File: config.mk
export PLATFORM = sky130hd
export DESIGN_NAME = shc_div
export DESIGN_NICKNAME = d
export VERILOG_FILES = /design/src/rtl/core/shc_pkg.sv /design/src/rtl/core/shc_div.sv
export SDC_FILE = /design/constraint.sdc
export NUM_CORES = 2
export LEC_CHECK = 0
export BUFFER_PORTS_ARGS = -buffer_cell sky130_fd_sc_hd__buf_2
export CORE_MARGIN = 2
export CORE_UTILIZATION = 48
export DETAILED_ROUTE_END_ITERATION = 6
export PLACE_DENSITY = 0.74
export SLEW_MARGIN = 40
export SYNTH_ARGS = -nofsm -noshare
export SYNTH_HDL_FRONTEND = slang
export SYNTH_SLANG_ARGS = --single-unit
File: constraint.sdc
create_clock -name clock -period 4.3 [get_ports clock]
set_input_delay 0.86 -clock clock [delete_from_list [all_inputs] [get_ports clock]]
set_output_delay 0.86 -clock clock [all_outputs]
set_load 0.02 [all_outputs]
File: src/rtl/core/shc_pkg.sv
// Shared types, constants and colour table of the score heat-map colouriser.
package shc_pkg;

   localparam int SCORE_W   = 24;
   localparam int NUM_W     = 35;
   localparam int DEN_W     = 36;
   localparam int ROOT_W    = 18;
   localparam int KEY_W     = 8;
   localparam int LEVEL_W   = 2;
   localparam int IX_W      = 4;

   localparam logic [ROOT_W-1:0]  ROOT_SCALE  = 18'd260100;
   localparam logic [SCORE_W-1:0] GOOD_RESET  = 24'd65536;
   localparam logic [SCORE_W-1:0] BAD_RESET   = 24'd131072;

   typedef enum logic [1:0] {
      REGION_LOW,
      REGION_MID,
      REGION_HIGH
   } region_type;

   typedef enum logic {
      CSR_GOOD = 1'b0,
      CSR_BAD  = 1'b1
   } csr_index_type;

   typedef struct packed {
      logic [SCORE_W-1:0] score;
      logic               pixel_last;
   } req_payload_type;

   typedef struct packed {
      logic [7:0] red;
      logic [7:0] green;
      logic [7:0] blue;
      logic       frame_end;
   } rsp_payload_type;

   // Colour table in units of one half, packed as {red, green, blue}
   function automatic logic [3*LEVEL_W-1:0] heat_entry(input logic [IX_W-1:0] ix);
      logic [3*LEVEL_W-1:0] e;
      case (ix)
         4'd0:    e = {2'd0, 2'd0, 2'd0};
         4'd1:    e = {2'd0, 2'd0, 2'd2};
         4'd2:    e = {2'd0, 2'd2, 2'd2};
         4'd3:    e = {2'd0, 2'd2, 2'd0};
         4'd4:    e = {2'd2, 2'd2, 2'd0};
         4'd5:    e = {2'd2, 2'd0, 2'd0};
         4'd6:    e = {2'd2, 2'd0, 2'd2};
         4'd7:    e = {2'd1, 2'd1, 2'd2};
         4'd8:    e = {2'd2, 2'd1, 2'd1};
         4'd9:    e = {2'd2, 2'd2, 2'd1};
         4'd10:   e = {2'd2, 2'd2, 2'd2};
         4'd11:   e = {2'd2, 2'd2, 2'd2};
         default: e = {2'd0, 2'd0, 2'd0};
      endcase
      return e;
   endfunction

endpackage

File: src/rtl/core/shc_div.sv
// Pipelined restoring divider, one quotient bit per stage, with overflow flag.
module shc_div #(
   parameter int FRAC_BITS = 16
) (
   input  logic                           clock,
   input  logic                           reset,
   input  logic                           advance,
   input  logic                           in_valid,
   input  logic                           in_last,
   input  logic [shc_pkg::NUM_W-1:0]      in_num,
   input  logic [shc_pkg::DEN_W-1:0]      in_den,
   input  logic                           in_sat,
   output logic                           out_valid,
   output logic                           out_last,
   output logic [FRAC_BITS+3:0]           out_quot,
   output logic                           out_sat
);
   import shc_pkg::*;

   localparam int Q_W  = FRAC_BITS + 4;
   localparam int HI_W = NUM_W - 4;

   logic             vld_ff  [0:Q_W];
   logic             last_ff [0:Q_W];
   logic             sat_ff  [0:Q_W];
   logic [DEN_W-1:0] rem_ff  [0:Q_W-1];
   logic [DEN_W-1:0] den_ff  [0:Q_W-1];
   logic [3:0]       low_ff  [0:3];
   logic [Q_W-1:0]   q_ff    [1:Q_W];

   logic [DEN_W-1:0] head_in;
   logic             sat_in;

   // Flag quotients that do not fit the quotient width
   assign head_in = {{(DEN_W-HI_W){1'b0}}, in_num[NUM_W-1:4]};
   assign sat_in  = in_sat || (head_in >= in_den);

   // Entry stage
   always_ff @(posedge clock) begin
      if (reset) begin
         vld_ff[0] <= 1'b0;
      end else if (advance) begin
         vld_ff[0] <= in_valid;
      end
   end

   always_ff @(posedge clock) begin
      if (advance) begin
         last_ff[0] <= in_last;
         sat_ff[0]  <= sat_in;
         rem_ff[0]  <= head_in;
         den_ff[0]  <= in_den;
         low_ff[0]  <= in_num[3:0];
      end
   end

   // One quotient bit per stage
   for (genvar i = 0; i < Q_W; i++) begin : g_step
      logic             bit_in;
      logic [DEN_W:0]   rem_sh;
      logic [DEN_W:0]   rem_sub;
      logic             ge;
      logic [Q_W-1:0]   q_prev;

      if (i < 4) begin : g_low
         assign bit_in = low_ff[i][3-i];
      end else begin : g_zero
         assign bit_in = 1'b0;
      end

      if (i == 0) begin : g_q0
         assign q_prev = '0;
      end else begin : g_qn
         assign q_prev = q_ff[i];
      end

      assign rem_sh  = {rem_ff[i], bit_in};
      assign ge      = rem_sh >= {1'b0, den_ff[i]};
      assign rem_sub = rem_sh - {1'b0, den_ff[i]};

      always_ff @(posedge clock) begin
         if (reset) begin
            vld_ff[i+1] <= 1'b0;
         end else if (advance) begin
            vld_ff[i+1] <= vld_ff[i];
         end
      end

      always_ff @(posedge clock) begin
         if (advance) begin
            last_ff[i+1] <= last_ff[i];
            sat_ff[i+1]  <= sat_ff[i];
            q_ff[i+1]    <= {q_prev[Q_W-2:0], ge};
         end
      end

      if (i < Q_W - 1) begin : g_carry
         always_ff @(posedge clock) begin
            if (advance) begin
               rem_ff[i+1] <= ge ? rem_sub[DEN_W-1:0] : rem_sh[DEN_W-1:0];
               den_ff[i+1] <= den_ff[i];
            end
         end
      end

      if (i < 3) begin : g_lowcarry
         always_ff @(posedge clock) begin
            if (advance) begin
               low_ff[i+1] <= low_ff[i];
            end
         end
      end
   end

   assign out_valid = vld_ff[Q_W];
   assign out_last  = last_ff[Q_W];
   assign out_sat   = sat_ff[Q_W];
   assign out_quot  = q_ff[Q_W];

endmodule

Word level (Yosys, flattened, before mapping)
Memories as Yosys holds them, arrays and structs flattened.
Cells that the tools add are included.
{"block": "word_totals", "elab_cells": 115, "reg_bits": 0, "memories": 7, "out_inout_bits": 23, "input_bits": 77, "ramBits": 1919}
{"block": "classes", "add_sub_neg": 19, "muxes": 46, "n_reduce_logical": 1, "order_cmp": 21, "n_bitwise": 21}
{"name": "den_ff", "depth": 20, "width": 36, "read_ports": 20, "rd_ports_with_merged_regs": 0, "wr": 20, "line_no": "shc_div.sv:27", "text": "logic [DEN_W-1:0] den_ff [0:Q_W-1];"}
{"name": "rem_ff", "depth": 20, "width": 36, "read_ports": 20, "rd_ports_with_merged_regs": 0, "wr": 20, "line_no": "shc_div.sv:26", "text": "logic [DEN_W-1:0] rem_ff [0:Q_W-1];"}
{"name": "q_ff", "depth": 20, "width": 20, "read_ports": 20, "rd_ports_with_merged_regs": 0, "wr": 20, "line_no": "shc_div.sv:29", "text": "logic [Q_W-1:0] q_ff [1:Q_W];"}
{"name": "last_ff", "depth": 21, "width": 1, "read_ports": 21, "rd_ports_with_merged_regs": 0, "wr": 21, "line_no": "shc_div.sv:24", "text": "logic last_ff [0:Q_W];"}
{"name": "sat_ff", "depth": 21, "width": 1, "read_ports": 21, "rd_ports_with_merged_regs": 0, "wr": 21, "line_no": "shc_div.sv:25", "text": "logic sat_ff [0:Q_W];"}
{"name": "vld_ff", "depth": 21, "width": 1, "read_ports": 21, "rd_ports_with_merged_regs": 0, "wr": 21, "line_no": "shc_div.sv:23", "text": "logic vld_ff [0:Q_W];"}
{"name": "1 more memories"}
{"op": "$ge A37 B36 Y1", "n": 20}
{"op": "$mux W36", "n": 19}
{"op": "$sub A36 B36 Y36", "n": 19}
{"op": "$ge A31 B36 Y1", "n": 1}
{"op": "$mux W1", "n": 27}
{"op": "$or A1 B1 Y1", "n": 21}
{"op": "$logic_or A1 B1 Y1", "n": 1}

Depth between registers and ports, before layout
{"block": "logic_depth", "ltp_word": 4, "depth_mapped": 16, "ltp_nobuf": 14}

Least setup slack after synthesis
Ideal clock, no wire load.
{"block": "synth_path", "kind": "flip-flop to flip-flop", "from": "memory rem_ff[8][7] (netlist: rem_ff[2][7])", "to": "memory rem_ff[9][8] (netlist: rem_ff[2][44]), data pin", "path_slack_ns": 0.867, "t_required_ns": 4.038, "arrival_time_ns": 3.171, "path_buffers": 1, "period_less_slack_ns": 3.433, "path_stages_with_launch": 13, "setup_time_ns": 0.262, "cell_sequence": "edfxtp_1 ha_1 a21oi_1 o21ai_1 or3_1 o211ai_1 a32o_1 o21ai_2 a31o_2 a31o_1 a41oi_4 buf_6 mux2_1"}
{"item": "start, declared", "line_no": "shc_div.sv:26"}

==> results.sh <==
export IMPL_max_slew_worst_pin_slew_ns=0.876
export IMPL_clk_pin_slew_ns=0.06
export IMPL_max_slew_margin_pct=41.6
export IMPL_layout_drive_gt1_share_pct=9.22
export IMPL_slowest_delay_ns=0.56
export IMPL_synthCells=8740
export IMPL_swShare_pct=37.6
export IMPL_netlist_area_um2=97200
export IMPL_r2r_end="rem_ff[2][79]"
export IMPL_final_util_pct=53.9
export IMPL_synth_most_common_cell="edfxtp_1"
export IMPL_setup_ws_ns=0.139
export IMPL_dieArea_um2=206000
export IMPL_wire_per_inst_um=19.5
export IMPL_worstSetupEndpointType="flip-flop"
export IMPL_timing_final_hold_violations=0
export IMPL_pwr_share_clk_pct=20.5
export IMPL_pre_cts_ws_ns=-0.0132
export IMPL_clock_latency_ns=0.85
export IMPL_drt_iter0_drc=4534
export IMPL_syn_nets=9582
export IMPL_gr_total_overflow=0
export IMPL_comb_power_share_pct=45.9
export IMPL_yosysWarnings=0
export IMPL_finalInstanceArea_um2=109000
export IMPL_cts_tree="done"
export IMPL_synthTopCellsByCount="1718 x edfxtp_1, 917 x inv_1, 850 x a21oi_1, 746 x ha_1, 592 x nor2_1"
export IMPL_total_leakage_power_nw=45.5
export IMPL_rows=165
export IMPL_hpwl_um=179000
export IMPL_via_count=66645
export IMPL_viasPerCell=5.61
export IMPL_start_util_pct=48.2
export IMPL_internal_power_mw=49.6
export IMPL_path_class="flip-flop to flip-flop"
export IMPL_gp_congestion=0.989
export IMPL_dr_wl_met2_um=127000
export IMPL_seq_area_frac_synth_pct=53.1
export IMPL_syn_avg_cell_area_um2=11.1
export IMPL_htree_levels=4
export IMPL_synth_compound_area_share_pct=15.4
export IMPL_min_path_type="primary input to flip-flop"
export IMPL_ant_nets=0
export IMPL_antenna_found_initial=3
export IMPL_synth_fa_ha_area_share_pct=10.0
export IMPL_drt_first_pass_iters=6
export IMPL_hold_start="in_num[0]"
export IMPL_crit_end="rem_ff[2][79]"
export IMPL_grt_pass1_vias=68509
export IMPL_path_max_fanout=31
export IMPL_core_area_um2=202000
export IMPL_yosys_most_used_dff="edfxtp_1"
export IMPL_r2r_start="rem_ff[2][41]"
export IMPL_dpl_cell_area_um2=102000
export IMPL_power_density_nw_per_um2=732
export IMPL_synthArstFlopShare_pct=0
export IMPL_yosys_cell_types_count=98
export IMPL_port_buffers=99
export IMPL_topRoutingLayerUsed="met4"
export IMPL_cp_arrival_ns=4.74
export IMPL_synth_xor_area_share_pct=5.31
export IMPL_critPathLaunch="rem_ff[2][41]"
export IMPL_hold_buffers=0
export IMPL_cp_slowest_cell="a31oi_1"
export IMPL_yosys_area_top_type_share_pct=53.1
export IMPL_cts_buffers=189
export IMPL_rr_worst_depth=14
export IMPL_synth_edff_count=1718
export IMPL_wl_met3_um=7330
export IMPL_sequentialPowerShare_pct=33.6
export IMPL_regToRegSetupSlack_ns=0.14
export IMPL_drv_slew=0
export IMPL_fp_dieW_um=454
export IMPL_holdWs_ns=0.183
export IMPL_cts_root_buf="clkbuf_16"
export IMPL_drc=0
export IMPL_track_usage_pct=22.3
export IMPL_fill_cells=16815
export IMPL_io_pins=100
export IMPL_cts_sinks=1718
export IMPL_finalCriticalPeriod_ns=4.16
export IMPL_area_growth_pct=11.8
export IMPL_clock_path_buffers=3
export IMPL_setup_violations=0
export IMPL_fin_worst_skew_ns=0.0481
export IMPL_grt_pass1_wl_um=362000
export IMPL_rsz0062_at_grt="no"
export IMPL_outcome="complete, no violations"
export IMPL_grt_max_degree=139
export IMPL_synthMuxAreaShare_pct=2.19
export IMPL_worstSetupStartpointType="flip-flop"
export IMPL_max_cap_violations=0
export IMPL_totalWireLength_um=232000
export IMPL_required_ns=4.88
export IMPL_ir_drop_v=0.000441
export IMPL_max_freq_ghz=0.240
export IMPL_cp_cell_sequence="ha_1 > a21o_1 > a21o_1 > a21oi_1 > o22ai_1 > a31oi_1 > o21ai_1 > a211oi_1 > buf_4 > o21ai_1 > nand4_1 > nand2_1 > buf_12 > mux2_2"
export IMPL_yosys_area_top_type="edfxtp_1"
export IMPL_power_switching_mw=29.9
export IMPL_synth_simple_area_share_pct=9.50
export IMPL_nets=9885
export IMPL_synth_top_family_by_area="compound AO/OA/AOI/OAI gates"
export IMPL_chipHeight_um=454
export IMPL_fin_crit_sh_pct=96.8
export IMPL_wirelength_met1_um=79900
export IMPL_total_power_mw=79.5
export IMPL_synth_ff_latch_count=1718
export IMPL_synth_area_leaders="edfxtp_1 53%, ha_1 9.6%, a21oi_1 4.4%, inv_1 3.5%, a21o_1 3.4%"
==> per-stage QoR <==
step / setup TNS [ns] / instances
2_1_floorplan: 0 / 8740
3_3_place_gp: -0.586 / 11522
3_5_place_dp: -0.0132 / 11523
4_1_cts: 0 / 11876
5_1_grt: 0 / 11879
6_report: 0 / 11881
==> how the worst min path moves through the flow <==
| stage | to | slack (ns) | cells after the start |
|---|---|---|---|
| after global routing | low_ff[0][0] | 0.14 | 1 |
| final | low_ff[0][0] | 0.18 | 1 |
| after detailed placement | q_ff[0][102] | 0.40 | 0 |
| after floorplan | last_ff[0][1] | 0.40 | 0 |
| after global placement | q_ff[0][310] | 0.40 | 0 |
| after CTS | low_ff[0][0] | 0.12 | 1 |
==> repair_timing <==
action                     CTS  global route
setup buffers                0             1
setup endpoints to repair    1            11
gates cloned                 0             0
hold endpoints to repair     0             0
gates resized for setup      1             3
==> area by class of cell <==
type	count	area [um2]	share of cell area, %
diodes	4	10.0	0.00921
clock buffers	221	4850	4.46
clock inverters	132	1420	1.30
inverters	918	3450	3.17
multi-input cells	5884	41300	38.0
flip-flops and latches	1718	51600	47.5
well taps	2672	3340	3.08
repair buffers	332	2690	2.48
==> sequential cells by signal, indices dropped and copies added, names as in the netlist <==
name     cells
vld_ff      21
q_ff       210
den_ff     720
last_ff     21
sat_ff      21
rem_ff     715
low_ff      10
==> per-layer routing <==
layer  track usage, %  vias up
li1                 -    32449
met1             20.8    31861
met2             44.0     1648
met3             2.94      687
met4             15.3        0
met5                0        -
==> worst max-delay path: cells and delay by family (launching register included) <==
family | cells | cell delay [ns]
AOI/OAI and AO/OA | 8 | 2.16
adders and majority gates | 1 | 0.37
buffers and inverters | 2 | 0.39
DFF | 1 | 0.39
muxes | 1 | 0.30
and+or+nand+nor | 2 | 0.23
==> power by group through the flow <==
| stage | sequential, mW | combinational (mW) | clock [mW] |
|---|---|---|---|
| 2_1_floorplan | 25.9 | 26.2 | 0 |
| 6_report | 26.7 | 36.5 | 16.3 |
| 5_1_grt | 27.1 | 40.1 | 17.3 |
| 4_1_cts | 26.7 | 36.2 | 16.6 |
| 3_5_place_dp | 27.0 | 35.9 | 0 |
| 3_3_place_gp | 26.9 | 35.1 | 0 |
==> cell usage in the layout, fill, tap and decap left out, types with 79 or more instances in the layout <==
cell type  instances
ha_1             746
nor2_1           592
mux2_2           133
and3_1            89
buf_2             98
edfxtp_1        1718
xor2_1           230
a21oi_1          849
buf_4            198
nor2b_1          113
nor3_1            79
nand2_1          516
xnor2_1          359
a21o_1           435
nand3_1          140
inv_1            917
o21ai_0          485
nand4_1          105
clkbuf_16        189
nand2b_1         112
o21bai_1          83
==> cell families after synthesis <==
logic type,count (synthesis)
AND/OR/NAND/NOR,1940
adder cells (fa/ha/maj),765
XOR/XNOR,589
flip-flops,1718
AO/OA/AOI/OAI,2402
buffers and inverters,1138
multiplexers,188
Power figures use the tool's default switching activity.
