<file path="src/rtl/core/shc_pkg.sv">
// Shared types, constants and colour table of the score heat-map colouriser.
package shc_pkg;

   localparam int SCORE_W   = 24;
   localparam int NUM_W     = 35;
   localparam int DEN_W     = 36;
   localparam int ROOT_W    = 18;
   localparam int KEY_W     = 8;
   localparam int LEVEL_W   = 2;
   localparam int IX_W      = 4;

   localparam logic [ROOT_W-1:0]  ROOT_SCALE  = 18'd260100;
   localparam logic [SCORE_W-1:0] GOOD_RESET  = 24'd65536;
   localparam logic [SCORE_W-1:0] BAD_RESET   = 24'd131072;

   typedef enum logic [1:0] {
      REGION_LOW,
      REGION_MID,
      REGION_HIGH
   } region_type;

   typedef enum logic {
      CSR_GOOD = 1'b0,
      CSR_BAD  = 1'b1
   } csr_index_type;

   typedef struct packed {
      logic [SCORE_W-1:0] score;
      logic               pixel_last;
   } req_payload_type;

   typedef struct packed {
      logic [7:0] red;
      logic [7:0] green;
      logic [7:0] blue;
      logic       frame_end;
   } rsp_payload_type;

   // Colour table in units of one half, packed as {red, green, blue}
   function automatic logic [3*LEVEL_W-1:0] heat_entry(input logic [IX_W-1:0] ix);
      logic [3*LEVEL_W-1:0] e;
      case (ix)
         4'd0:    e = {2'd0, 2'd0, 2'd0};
         4'd1:    e = {2'd0, 2'd0, 2'd2};
         4'd2:    e = {2'd0, 2'd2, 2'd2};
         4'd3:    e = {2'd0, 2'd2, 2'd0};
         4'd4:    e = {2'd2, 2'd2, 2'd0};
         4'd5:    e = {2'd2, 2'd0, 2'd0};
         4'd6:    e = {2'd2, 2'd0, 2'd2};
         4'd7:    e = {2'd1, 2'd1, 2'd2};
         4'd8:    e = {2'd2, 2'd1, 2'd1};
         4'd9:    e = {2'd2, 2'd2, 2'd1};
         4'd10:   e = {2'd2, 2'd2, 2'd2};
         4'd11:   e = {2'd2, 2'd2, 2'd2};
         default: e = {2'd0, 2'd0, 2'd0};
      endcase
      return e;
   endfunction

endpackage

</file>
<file path="src/rtl/core/shc_root.sv">
// Pipelined rounded square-root search, one result bit per stage.
module shc_root (
   input  logic                        clock,
   input  logic                        advance,
   input  logic [shc_pkg::ROOT_W-1:0]  in_x,
   output logic [shc_pkg::KEY_W-1:0]   out_k
);
   import shc_pkg::*;

   logic [ROOT_W-1:0] x_ff [0:KEY_W-1];
   logic [KEY_W-1:0]  k_ff [0:KEY_W-1];

   // Keep the largest k with (2k-1)^2 not above x
   for (genvar j = 0; j < KEY_W; j++) begin : g_bit
      logic [ROOT_W-1:0] x_cur;
      logic [KEY_W-1:0]  k_prev;
      logic [KEY_W-1:0]  cand;
      logic [KEY_W:0]    odd;
      logic [ROOT_W-1:0] sq;

      if (j == 0) begin : g_first
         assign x_cur  = in_x;
         assign k_prev = '0;
      end else begin : g_next
         assign x_cur  = x_ff[j-1];
         assign k_prev = k_ff[j-1];
      end

      assign cand = k_prev | (KEY_W'(1) << (KEY_W - 1 - j));
      assign odd  = {cand, 1'b0} - (KEY_W+1)'(1);
      // Widen before squaring so the product keeps all its bits
      assign sq   = ROOT_W'(odd) * ROOT_W'(odd);

      always_ff @(posedge clock) begin
         if (advance) begin
            x_ff[j] <= x_cur;
            k_ff[j] <= (sq <= x_cur) ? cand : k_prev;
         end
      end
   end

   assign out_k = k_ff[KEY_W-1];

endmodule

</file>
<file path="config.mk">
export PLATFORM = sky130hd
export DESIGN_NAME = shc_root
export DESIGN_NICKNAME = d
export VERILOG_FILES = /design/src/rtl/core/shc_pkg.sv /design/src/rtl/core/shc_root.sv
export SDC_FILE = /design/constraint.sdc
export NUM_CORES = 1
export LEC_CHECK = 0
export BUFFER_PORTS_ARGS = -buffer_cell sky130_fd_sc_hd__buf_4
export CORE_MARGIN = 2
export CORE_UTILIZATION = 54
export CTS_CLUSTER_SIZE = 16
export DETAILED_ROUTE_END_ITERATION = 8
export GPL_ROUTABILITY_DRIVEN = 0
export PLACE_DENSITY = 0.8
export SLEW_MARGIN = 20
export SYNTH_ARGS = -nofsm -noshare
export SYNTH_HDL_FRONTEND = slang
export SYNTH_SLANG_ARGS = --single-unit
</file>
<file path="constraint.sdc">
create_clock -name clock -period 5.23 [get_ports clock]
set_input_delay 0.523 -clock clock [delete_from_list [all_inputs] [get_ports clock]]
set_output_delay 0.523 -clock clock [all_outputs]
set_load 0.02 [all_outputs]
</file>
# Word level (Yosys, flattened, before mapping)
# Memory sizes are Yosys's and may differ from the RTL's.
# Cells that the tools add are included.
# Widths: inputs -> output; s select.
[classes]
mul = 7
n_lt_le_gt_ge = 8
mux = 10
add_sub_neg = 7
[op_table]
columns = ["operator", "n"]
rows = [
  ["$le 18x18->1", 7],
  ["$mul 9x9->18", 7],
  ["$sub 9x1->9 const B", 7],
  ["$le 16x18->1 const A", 1],
  ["$mux 8", 1],
  ["$mux 7", 1],
  ["$mux 6", 1],
  ["$mux 5", 1],
  ["$mux 4", 1],
  ["$mux 1", 3],
  ["$mux 3", 1],
  ["$mux 2", 1],
]
[totals]
output_inout_bits = 8
ram_bits = 208
memories = 2
regBits = 0
in_bits = 20
[mem_list]
columns = ["name", "words", "width", "rd", "rd_clocked_by_memory_dff", "wr", "line_no", "rtl"]
rows = [
  ["x_ff", 8, 18, 7, 0, 8, "shc_root.sv:10", "logic [ROOT_W-1:0] x_ff [0:KEY_W-1];"],
  ["k_ff", 8, 8, 8, 0, 8, "shc_root.sv:11", "logic [KEY_W-1:0] k_ff [0:KEY_W-1];"],
]

# Longest topological paths before layout
# Gate-level depths: netlist of run 1.
# An unclocked memory read counts as a cell.
[depth]
depth_word = 5
ltp_mapped = 23

# Worst setup path after synthesis of run 1
# Ideal clock, no wire load.
[synth_path]
path_kind = "reg2reg"
start = "mem k_ff[4][5]"
end = "mem k_ff[5][2], data pin"
period_less_slack_ns = 5.135
n_path_buf = 0
arrival_time_ns = 5.003
stages_incl_launch_ff = 23
slack_ns = 0.095
path_cell_list = "edfxtp_1 > fa_1 > inv_1 > fa_1 > inv_1 > fa_1 > inv_1 > fa_1 > inv_1 > ha_1 > o21ai_0 > o21bai_2 > a21oi_1 > o21bai_1 > nand4_1 > a21oi_1 > ha_1 > a21o_1 > a21o_1 > a21oi_1 > o21ai_0 > a21oi_1 > a41o_1"
[synth_rtl]
columns = ["element", "line_no"]
rows = [
  ["from (decl)", "shc_root.sv:11"],
]

==> results.sh, run 1 <==
export IMPL_wl_per_cell_um=15.88
export IMPL_synth_area_leader_cell="edfxtp_1"
export IMPL_start_kind="register"
export IMPL_synth_cells=1226
export IMPL_dp_hpwl_um=20360
export IMPL_fin_worst_skew_ns=0.01082
export IMPL_synth_edff_count=162
export IMPL_clock_tree_root_cell="clkbuf_16"
export IMPL_routed_wirelength_um=26610
export IMPL_clkLatencyLatePin_ns=0.44
export IMPL_crit_start="k_ff[4][5]$_DFFE_PP_"
export IMPL_hold_class="input port to register"
export IMPL_chipWidth_um=162.9
export IMPL_ys_types=56
export IMPL_cts_buffer_depth=2
export IMPL_dpl_cell_area_sq_mm=0.01450
export IMPL_cts_tree="done"
export IMPL_synth_avg_cell_area_sq_um=11.12
export IMPL_area_delta_synth_final_pct=14.90
export IMPL_die_area_sq_mm=0.02653
export IMPL_synth_flop_cell="edfxtp_1"
export IMPL_synthDominantCellAreaShare=0.3569
export IMPL_cts_made_buffers=17
export IMPL_synth_seq_cells=162
export IMPL_synth_net_count=1581
export IMPL_slowest_stage="fa_1"
export IMPL_cap_violations=0
export IMPL_synth_area_sq_mm=0.01363
export IMPL_overflow=0
export IMPL_ant_nets=0
export IMPL_cp_end_kind="register"
export IMPL_finalMaxSlewViolations=0
export IMPL_rr_worst_depth=23
export IMPL_outcome="finished clean"
export IMPL_worstPathCellList="buf_6 -> inv_4 -> nor2_4 -> ha_1 -> inv_1 -> fa_1 -> inv_1 -> fa_1 -> inv_1 -> fa_1 -> inv_2 -> ha_4 -> o21a_1 -> o21a_1 -> o221ai_2 -> nand3b_4 -> a21oi_4 -> xnor2_2 -> ha_1 -> nand4_1 -> nor2_2 -> a21oi_2 -> a41o_1"
export IMPL_drc=0
export IMPL_post_place_ws_ns=-0.04206
export IMPL_synth_most_common_cell="inv_1"
export IMPL_hold_viol_final=0
export IMPL_synth_common_cells="272 x inv_1, 244 x ha_1, 162 x edfxtp_1, 91 x fa_1, 56 x a21oi_1"
export IMPL_worstPathArrival_ns=5.32
export IMPL_fmax_ghz=0.1944
export IMPL_period_needed_ns=5.144
export IMPL_io_pins=28
export IMPL_crit_required_ns=5.41
export IMPL_grt_max_degree=120
export IMPL_core_area_sq_mm=0.02496
export IMPL_min_period_over_period=0.9836
export IMPL_port_buffers=27
export IMPL_r2r_start="k_ff[4][5]$_DFFE_PP_"
export IMPL_critPathKind="register to register"
export IMPL_final_area_sq_mm=0.01566
export IMPL_nNetsFinal=1687
export IMPL_rsz0062_at_grt="true"
export IMPL_initial_core_util=0.5461
export IMPL_postCtsHoldBufs=0
export IMPL_grt_pass1_vias=9460
export IMPL_clk_pin_slew_worst_paths_ns=0.07
export IMPL_clock_sinks=162
export IMPL_drive_above_1_share=0.1599
export IMPL_viasPerCell=5.366
export IMPL_grtUsageTotal=0.2087
export IMPL_antenna_found_initial=0
export IMPL_drtIter0Drc=420
export IMPL_reg2reg_slack_ns=0.09
export IMPL_critPathMaxStageDelay_ns=0.49
export IMPL_yosysWarnings=0
export IMPL_hold_start="in_x[14]"
export IMPL_tightest_slew_ns=1.067
export IMPL_die_h_um=162.9
export IMPL_endpoint="k_ff[5][2]$_DFFE_PP_"
export IMPL_yosys_top_cells_area="edfxtp_1 36%, ha_1 22%, fa_1 13%"
export IMPL_num_rows=58
export IMPL_finalSetupViolCount=0
export IMPL_synth_seq_area_share=0.3569
export IMPL_grt_first_pass_wirelength_um=43790
export IMPL_htree_num_levels=4
export IMPL_worst_slack_ns=0.08585
export IMPL_via_count=8988
export IMPL_slew_headroom=0.2888
export IMPL_antenna_cells=0
export IMPL_firstDrtPassIters=4
export IMPL_reg2reg_to="k_ff[5][2]$_DFFE_PP_"
export IMPL_synthArstFlopShare=0
export IMPL_final_fill_count=1849
export IMPL_crit_fanout=3
==> cell usage in the layout, fill, tap and decap left out, drive strengths merged, types with 2 or more instances in the layout <==
cell type	synthesis	layout
a211o	2	2
a211oi	5	5
a21o	28	28
a21oi	57	57
a31o	2	2
a31oi	2	2
and2	23	23
and3	3	3
and4	2	2
buf	0	94
clkbuf	7	17
clkinv	0	5
clkinvlp	0	2
edfxtp	162	162
fa	91	91
ha	244	244
inv	272	280
mux2i	4	4
nand2	37	37
nand2b	10	10
nand3	12	12
nand4	19	19
nor2	47	47
nor2b	12	12
nor3	8	8
nor4	6	6
nor4b	3	3
o211ai	3	3
o21a	14	14
o21ai	40	40
o21bai	14	14
o221ai	2	2
o31ai	4	4
or2	2	2
or3	7	7
xnor2	47	47
xor2	21	21
==> registers in the layout (all words and copies together) (netlist names) <==
name / count
x_ff: 126
k_ff: 36
==> stage by stage <==
stage / TNS [ns] / hold WS (ns) / util / std cells
global route: -0.3186 / 0.2654 / 0.6274 / 1675
CTS: 0 / 0.2694 / 0.6078 / 1650
floorplan: 0 / 0.4166 / - / 1226
finish: 0 / 0.2720 / 0.6274 / 1675
global placement: 0 / 0.4235 / 0.5806 / 1612
detailed placement: -0.04206 / 0.4339 / 0.5806 / 1612
==> final cells by class <==
cell class,count,area (sq um),area share
clock buffer,17,425.4,0.02716
clock inverter,15,143.9,0.009187
inverter,272,1023,0.06535
multi-input combinational,785,8060,0.5146
sequential,162,4865,0.3106
tap,330,412.9,0.02636
timing repair buffer,94,732.0,0.04673
==> per-layer routing <==
layer / vias to the layer above / routed length (um) / GRT usage
met2: 201 / 14540 / 0.3968
met5: - / 0 / 0
met4: 0 / 868 / 0.07321
li1: 4346 / - / -
met3: 69 / 763 / 0.02776
met1: 4372 / 10440 / 0.2393
==> worst max-delay path, delay by kind of cell, from the launching register on <==
kind | cells | cell delay [ns]
compound gates | 6 | 1.12
xor+xnor | 1 | 0.09
fa+ha+maj | 6 | 2.21
buf+inv | 6 | 0.41
flops | 1 | 0.46
simple gates | 4 | 0.59
==> how the worst min path moves through the flow <==
stage                                       end  depth (start not counted)
after detailed placement   x_ff[1][9]$_DFFE_PP_                          0
final                     x_ff[0][14]$_DFFE_PP_                          1
after global routing       x_ff[0][1]$_DFFE_PP_                          1
after CTS                  x_ff[0][6]$_DFFE_PP_                          1
after global placement    x_ff[0][34]$_DFFE_PP_                          0
after floorplan           x_ff[1][21]$_DFFE_PP_                          0
==> cell families after synthesis <==
logic type	synth area share
adders and majority gates	0.3576
AOI/OAI and AO/OA	0.08784
buffers and inverters	0.07682
muxes	0.002937
and+or+nand+nor	0.07398
DFF	0.3569
other	0.0002751
xor gates and xnor gates	0.04369
==> timing repair <==
item | CTS | global route
gates resized for setup | 11 | 85
buffers inserted | 6 | 26
endpoints found under the setup margin | 2 | 5
pin swaps | 7 | 83
Power of run 1 is not shown: default switching activity piles up to over one toggle a cycle in this logic, so the estimate is an artifact.
==> run 2, diff against run 1 <==
- ABC_AREA: unset -> 1
==> run 2 against run 1 <==
Against the previous run: synthesized cell count is 36% higher; global-route usage up 0.072 points; core utilization fell by 1.6 points; flip-flop and latch count did not move; area after synthesis is 8.9% higher; critical path type unchanged.
==> results.sh, run 2 <==
export IMPL_outcome="finished clean"
export IMPL_dp_hpwl_um=22730
export IMPL_synth_net_count=2020
export IMPL_critPathKind="register to register"
export IMPL_finalMaxSlewViolations=0
export IMPL_fin_worst_skew_ns=0.01088
export IMPL_cp_end_kind="register"
export IMPL_synth_area_sq_mm=0.01484
export IMPL_reg_top3="x_ff x126, k_ff x36"
export IMPL_synthArstFlopShare=0
export IMPL_worst_slack_ns=0.1834
export IMPL_synth_seq_area_share=0.3278
export IMPL_chipWidth_um=169.8
export IMPL_crit_fanout=7
export IMPL_start_kind="register"
export IMPL_io_pins=28
export IMPL_top_register="x_ff"
export IMPL_clock_tree_root_cell="clkbuf_16"
export IMPL_htree_num_levels=4
export IMPL_port_buffers=27
export IMPL_largest_reg_flops=126
export IMPL_finalSetupViolCount=0
export IMPL_period_needed_ns=5.047
export IMPL_grt_max_degree=83
export IMPL_synth_common_cells="403 x inv_1, 368 x nand2_1, 244 x ha_1, 162 x edfxtp_1, 107 x nor2_1"
export IMPL_overflow=0
export IMPL_rsz0062_at_grt="true"
export IMPL_antenna_found_initial=0
export IMPL_grt_first_pass_wirelength_um=48130
export IMPL_grtUsageTotal=0.2095
export IMPL_dpl_cell_area_sq_mm=0.01560
export IMPL_num_rows=60
export IMPL_routed_wirelength_um=28640
export IMPL_rr_worst_depth=21
export IMPL_clock_sinks=162
export IMPL_ys_types=36
export IMPL_yosysWarnings=0
export IMPL_area_delta_synth_final_pct=11.10
export IMPL_synth_xor_area_frac=0.03010
export IMPL_synth_avg_cell_area_sq_um=8.913
export IMPL_post_place_ws_ns=0.1341
export IMPL_synth_most_common_cell="inv_1"
export IMPL_final_area_sq_mm=0.01649
export IMPL_viasPerCell=5.109
export IMPL_cts_buffer_depth=2
export IMPL_clkLatencyLatePin_ns=0.45
export IMPL_synth_simple_gate_area_frac=0.1677
export IMPL_synth_top_family_by_area="adder cells"
export IMPL_firstDrtPassIters=5
export IMPL_antenna_cells=0
export IMPL_min_period_over_period=0.9649
export IMPL_grt_pass1_vias=10950
export IMPL_hold_class="input port to register"
export IMPL_tightest_slew_ns=0.7687
export IMPL_clk_pin_slew_worst_paths_ns=0.08
export IMPL_initial_core_util=0.5506
export IMPL_core_area_sq_mm=0.02695
export IMPL_cts_tree="done"
export IMPL_fmax_ghz=0.1982
export IMPL_hold_viol_final=0
export IMPL_cts_made_buffers=17
export IMPL_yosys_top_cells_area="edfxtp_1 33%, ha_1 21%, fa_1 12%"
export IMPL_drc=0
export IMPL_drtIter0Drc=602
export IMPL_crit_required_ns=5.43
export IMPL_final_cell_mix="403 x inv_1, 366 x nand2_1, 240 x ha_1"
export IMPL_wl_per_cell_um=13.63
export IMPL_slew_headroom=0.4876
export IMPL_die_area_sq_mm=0.02883
export IMPL_synth_compound_area_frac=0.03988
export IMPL_final_common_cell="inv_1"
export IMPL_hold_depth=1
export IMPL_synth_seq_cells=162
export IMPL_synthMuxAreaShare=0
export IMPL_synth_area_leader_cell="edfxtp_1"
export IMPL_ant_nets=0
export IMPL_synth_fa_ha_area_frac=0.3285
export IMPL_nNetsFinal=2102
export IMPL_die_h_um=169.8
export IMPL_synth_flop_cell="edfxtp_1"
export IMPL_cap_violations=0
export IMPL_via_count=10740
export IMPL_drive_above_1_share=0.08409
export IMPL_synth_edff_count=162
export IMPL_synth_cells=1665
export IMPL_worstPathArrival_ns=5.25
export IMPL_synthDominantCellAreaShare=0.3278
-- run 2: cell count changes after synthesis, moves of 9 or more --
cell	previous run	this run
nand2_1	37	368
inv_1	272	403
nor2_1	47	107
nand3_1	12	55
xnor2_1	47	22
and2_1	23	2
a21o_1	28	11
o21ai_0	28	12
o21a_1	13	0
nor2b_1	12	1
nand2b_1	10	0
nand2_2	0	9
-- run 2: kinds of logic (layout without fill, tap and decap cells) --
family                     after synthesis  count (layout)
buffers and inverters                  418             513
other                                    1               1
xor gates and xnor gates                51              51
and+or+nand+nor                        594             594
AOI/OAI and AO/OA                      104             104
adders and majority gates              335             335
DFF                                    162             162
-- run 2: final timing paths --
| kind | startpoint | to | slack, ns |
|---|---|---|---|
| worst min register to register | x_ff[0][16]$_DFFE_PP_ | x_ff[0][34]$_DFFE_PP_ | 0.45 |
| worst min-delay path | in_x[2] | x_ff[0][2]$_DFFE_PP_ | 0.25 |
| worst max-delay path | k_ff[4][7]$_DFFE_PP_ | k_ff[5][2]$_DFFE_PP_ | 0.18 |
| worst max register to register | k_ff[4][7]$_DFFE_PP_ | k_ff[5][2]$_DFFE_PP_ | 0.18 |
-- run 2: layer usage --
| layer | part of all wire | global-route usage |
|---|---|---|
| met5 | 0 | 0 |
| met4 | 0.040 | 0.1026 |
| met3 | 0.038 | 0.03545 |
| met2 | 0.53 | 0.3933 |
| met1 | 0.39 | 0.2276 |
-- run 2: timing repair --
| action | CTS | global route |
|---|---|---|
| buffers inserted | 0 | 23 |
| resized for setup | 0 | 17 |
| endpoints found under the setup margin | 0 | 4 |
| hold buffers | 0 | 0 |
-- run 2: through the flow --
step                      cells  setup TNS, ns    util  hold WS (ns)
after floorplan            1665              0       -        0.4166
after CTS                  2078              0  0.6025        0.2462
final                      2101              0  0.6117        0.2543
after global routing       2101       -0.08912  0.6117        0.2406
after global placement     2046              0  0.5788        0.4267
after detailed placement   2046              0  0.5788        0.4274
-- run 2: cell type report --
cell class,instances,area (sq um)
Sequential cell,162,4865
Clock buffer,17,425.4
Timing Repair Buffer,71,540.5
Clock inverter,15,212.7
Tap cell,341,426.7
Inverter,410,1539
Fill cell,2126,10460
Multi-Input combinational cell,1085,8478
-- run 2: worst max-delay path, cell delays in order, from the launching register on --
cell	delay, ns
edfxtp_1	0.52
fa_1	0.57
inv_1	0.07
fa_1	0.51
inv_1	0.06
fa_1	0.54
inv_1	0.06
fa_1	0.53
inv_1	0.04
ha_2	0.38
nand2_1	0.10
nor2_2	0.16
nand3_1	0.13
nand4_1	0.13
nand2_1	0.10
ha_1	0.30
nand2_1	0.10
nor2_2	0.14
and2_4	0.16
nand3b_1	0.08
nand3_1	0.09
nand2_1	0.05
Power of run 2 is left out for the same reason.
==> run 3, diff against run 2 <==
- CORE_MARGIN: 2 -> unset
==> run 3 against run 2 <==
Against the previous run: non-clock buffer count decreased by 2; sequential share of layout area up 0.070 points; register-to-register slack got worse by 0.02 ns; via count is 0.53% higher; cell count about the same; count of clock-buffer cells in the layout stayed put; critical path type unchanged; highest routed layer unchanged.
==> results.sh, run 3 (synthesis results as in run 2) <==
export IMPL_clk_pin_slew_worst_paths_ns=0.08
export IMPL_antenna_cells=0
export IMPL_grt_max_degree=117
export IMPL_via_count=10790
export IMPL_start_kind="register"
export IMPL_crit_required_ns=5.42
export IMPL_firstDrtPassIters=5
export IMPL_r2r_start="k_ff[4][5]$_DFFE_PP_"
export IMPL_io_pins=28
export IMPL_grt_first_pass_wirelength_um=49980
export IMPL_largest_reg_flops=126
export IMPL_cts_buffer_depth=2
export IMPL_initial_core_util=0.5506
export IMPL_wl_per_cell_um=14.14
export IMPL_ant_nets=0
export IMPL_chipWidth_um=167.8
export IMPL_nNetsFinal=2100
export IMPL_hold_class="input port to register"
export IMPL_finalMaxSlewViolations=0
export IMPL_slowest_stage="fa_1"
export IMPL_hold_viol_final=0
export IMPL_worst_slack_ns=0.1642
export IMPL_rr_worst_depth=21
export IMPL_clock_tree_root_cell="clkbuf_16"
export IMPL_port_buffers=27
export IMPL_whs_ns=0.2602
export IMPL_fin_cells=2099
export IMPL_area_delta_synth_final_pct=10.83
export IMPL_tightest_slew_ns=1.088
export IMPL_endpoint="k_ff[5][2]$_DFFE_PP_"
export IMPL_rsz0062_at_grt="true"
export IMPL_postCtsHoldBufs=0
export IMPL_num_rows=60
export IMPL_path_delay_family="adder cells"
export IMPL_overflow=0
export IMPL_fin_worst_skew_ns=0.01809
export IMPL_crit_start="k_ff[4][5]$_DFFE_PP_"
export IMPL_reg_top3="x_ff x126, k_ff x36"
export IMPL_period_needed_ns=5.066
export IMPL_top_register="x_ff"
export IMPL_min_period_over_period=0.9686
export IMPL_crit_fanout=7
export IMPL_core_area_sq_mm=0.02695
export IMPL_final_fill_count=2112
export IMPL_reg2reg_to="k_ff[5][2]$_DFFE_PP_"
export IMPL_routed_wirelength_um=29690
export IMPL_clock_sinks=162
export IMPL_finalSetupViolCount=0
export IMPL_grtUsageTotal=0.2214
export IMPL_crit_path_frequent_cell="nand2_1"
export IMPL_viasPerCell=5.141
export IMPL_hold_start="in_x[2]"
export IMPL_dp_hpwl_um=23080
export IMPL_final_common_cell="inv_1"
export IMPL_grt_pass1_vias=11150
export IMPL_drive_above_1_share=0.07964
export IMPL_worst_path_buf_inv=3
export IMPL_worstPathCellList="buf_4 -> fa_1 -> inv_1 -> fa_1 -> fa_1 -> fa_1 -> inv_1 -> ha_1 -> nand2_1 -> nand2_1 -> nand3_1 -> nand3_1 -> nand2_1 -> nand2_1 -> ha_1 -> nand2_1 -> nor2_2 -> and2_1 -> nand3b_1 -> nand3_1 -> nand2_1"
export IMPL_dp_cells=2043
export IMPL_fmax_ghz=0.1974
export IMPL_final_area_sq_mm=0.01645
export IMPL_clkLatencyLatePin_ns=0.44
export IMPL_cap_violations=0
export IMPL_cts_made_buffers=17
export IMPL_cp_end_kind="register"
export IMPL_slew_headroom=0.2744
export IMPL_outcome="finished clean"
export IMPL_critPathKind="register to register"
export IMPL_die_area_sq_mm=0.02815
export IMPL_die_h_um=167.8
export IMPL_antenna_found_initial=0
export IMPL_htree_num_levels=4
export IMPL_reg2reg_slack_ns=0.16
export IMPL_post_place_ws_ns=0.1231
export IMPL_dpl_cell_area_sq_mm=0.01558
export IMPL_drc=0
export IMPL_worstPathArrival_ns=5.26
export IMPL_critPathMaxStageDelay_ns=0.55
export IMPL_drtIter0Drc=661
export IMPL_critical_path_depth=21
export IMPL_final_cell_mix="402 x inv_1, 368 x nand2_1, 242 x ha_1"
export IMPL_cts_tree="done"
[run 3: area by class of cell]
type,count,area [sq um],share of cell area
clock inverter,15,215.2,0.01308
clock buffer,17,425.4,0.02586
multi-input combinational,1085,8452,0.5138
tap,341,426.7,0.02594
sequential,162,4865,0.2958
timing repair buffer,69,525.5,0.03195
inverter,410,1539,0.09356
[run 3: worst min-delay path by stage]
stage | end | slack, ns | cells after the start
3_5_place_dp | x_ff[0][34]$_DFFE_PP_ | 0.43 | 0
4_1_cts | x_ff[0][2]$_DFFE_PP_ | 0.25 | 1
3_3_place_gp | x_ff[0][34]$_DFFE_PP_ | 0.43 | 0
5_1_grt | x_ff[0][5]$_DFFE_PP_ | 0.25 | 1
2_1_floorplan | x_ff[0][24]$_DFFE_PP_ | 0.42 | 0
6_report | x_ff[0][2]$_DFFE_PP_ | 0.26 | 1
[run 3: timing repair]
action,in CTS,in global routing
endpoints found under the setup margin,0,4
buffers inserted,0,24
gates resized for setup,0,11
endpoints found under the hold margin,0,0
[run 3: metrics by stage]
stage | setup TNS, ns | utilization
global placement | 0 | 0.5780
finish | 0 | 0.6103
global route | -0.09474 | 0.6103
detailed placement | 0 | 0.5780
floorplan | 0 | -
CTS | 0 | 0.6018
[run 3: layer usage]
metal | track usage | routed length (um) | vias up
met2 | 0.4292 | 16340 | 248
met1 | 0.2498 | 11820 | 5120
met3 | 0.02868 | 869 | 43
met4 | 0.06861 | 660 | 0
li1 | - | - | 5381
met5 | 0 | 0 | -
[run 3: worst register-to-register path: stages, from the launching register on]
cell,delay [ns]
edfxtp_1,0.51
buf_4,0.23
fa_1,0.51
inv_1,0.09
fa_1,0.54
fa_1,0.45
fa_1,0.55
inv_1,0.05
ha_1,0.33
nand2_1,0.08
nand2_1,0.15
nand3_1,0.15
nand3_1,0.09
nand2_1,0.07
nand2_1,0.06
ha_1,0.30
nand2_1,0.11
nor2_2,0.15
and2_1,0.15
nand3b_1,0.07
nand3_1,0.11
nand2_1,0.07
Power of run 3 is left out for the same reason.
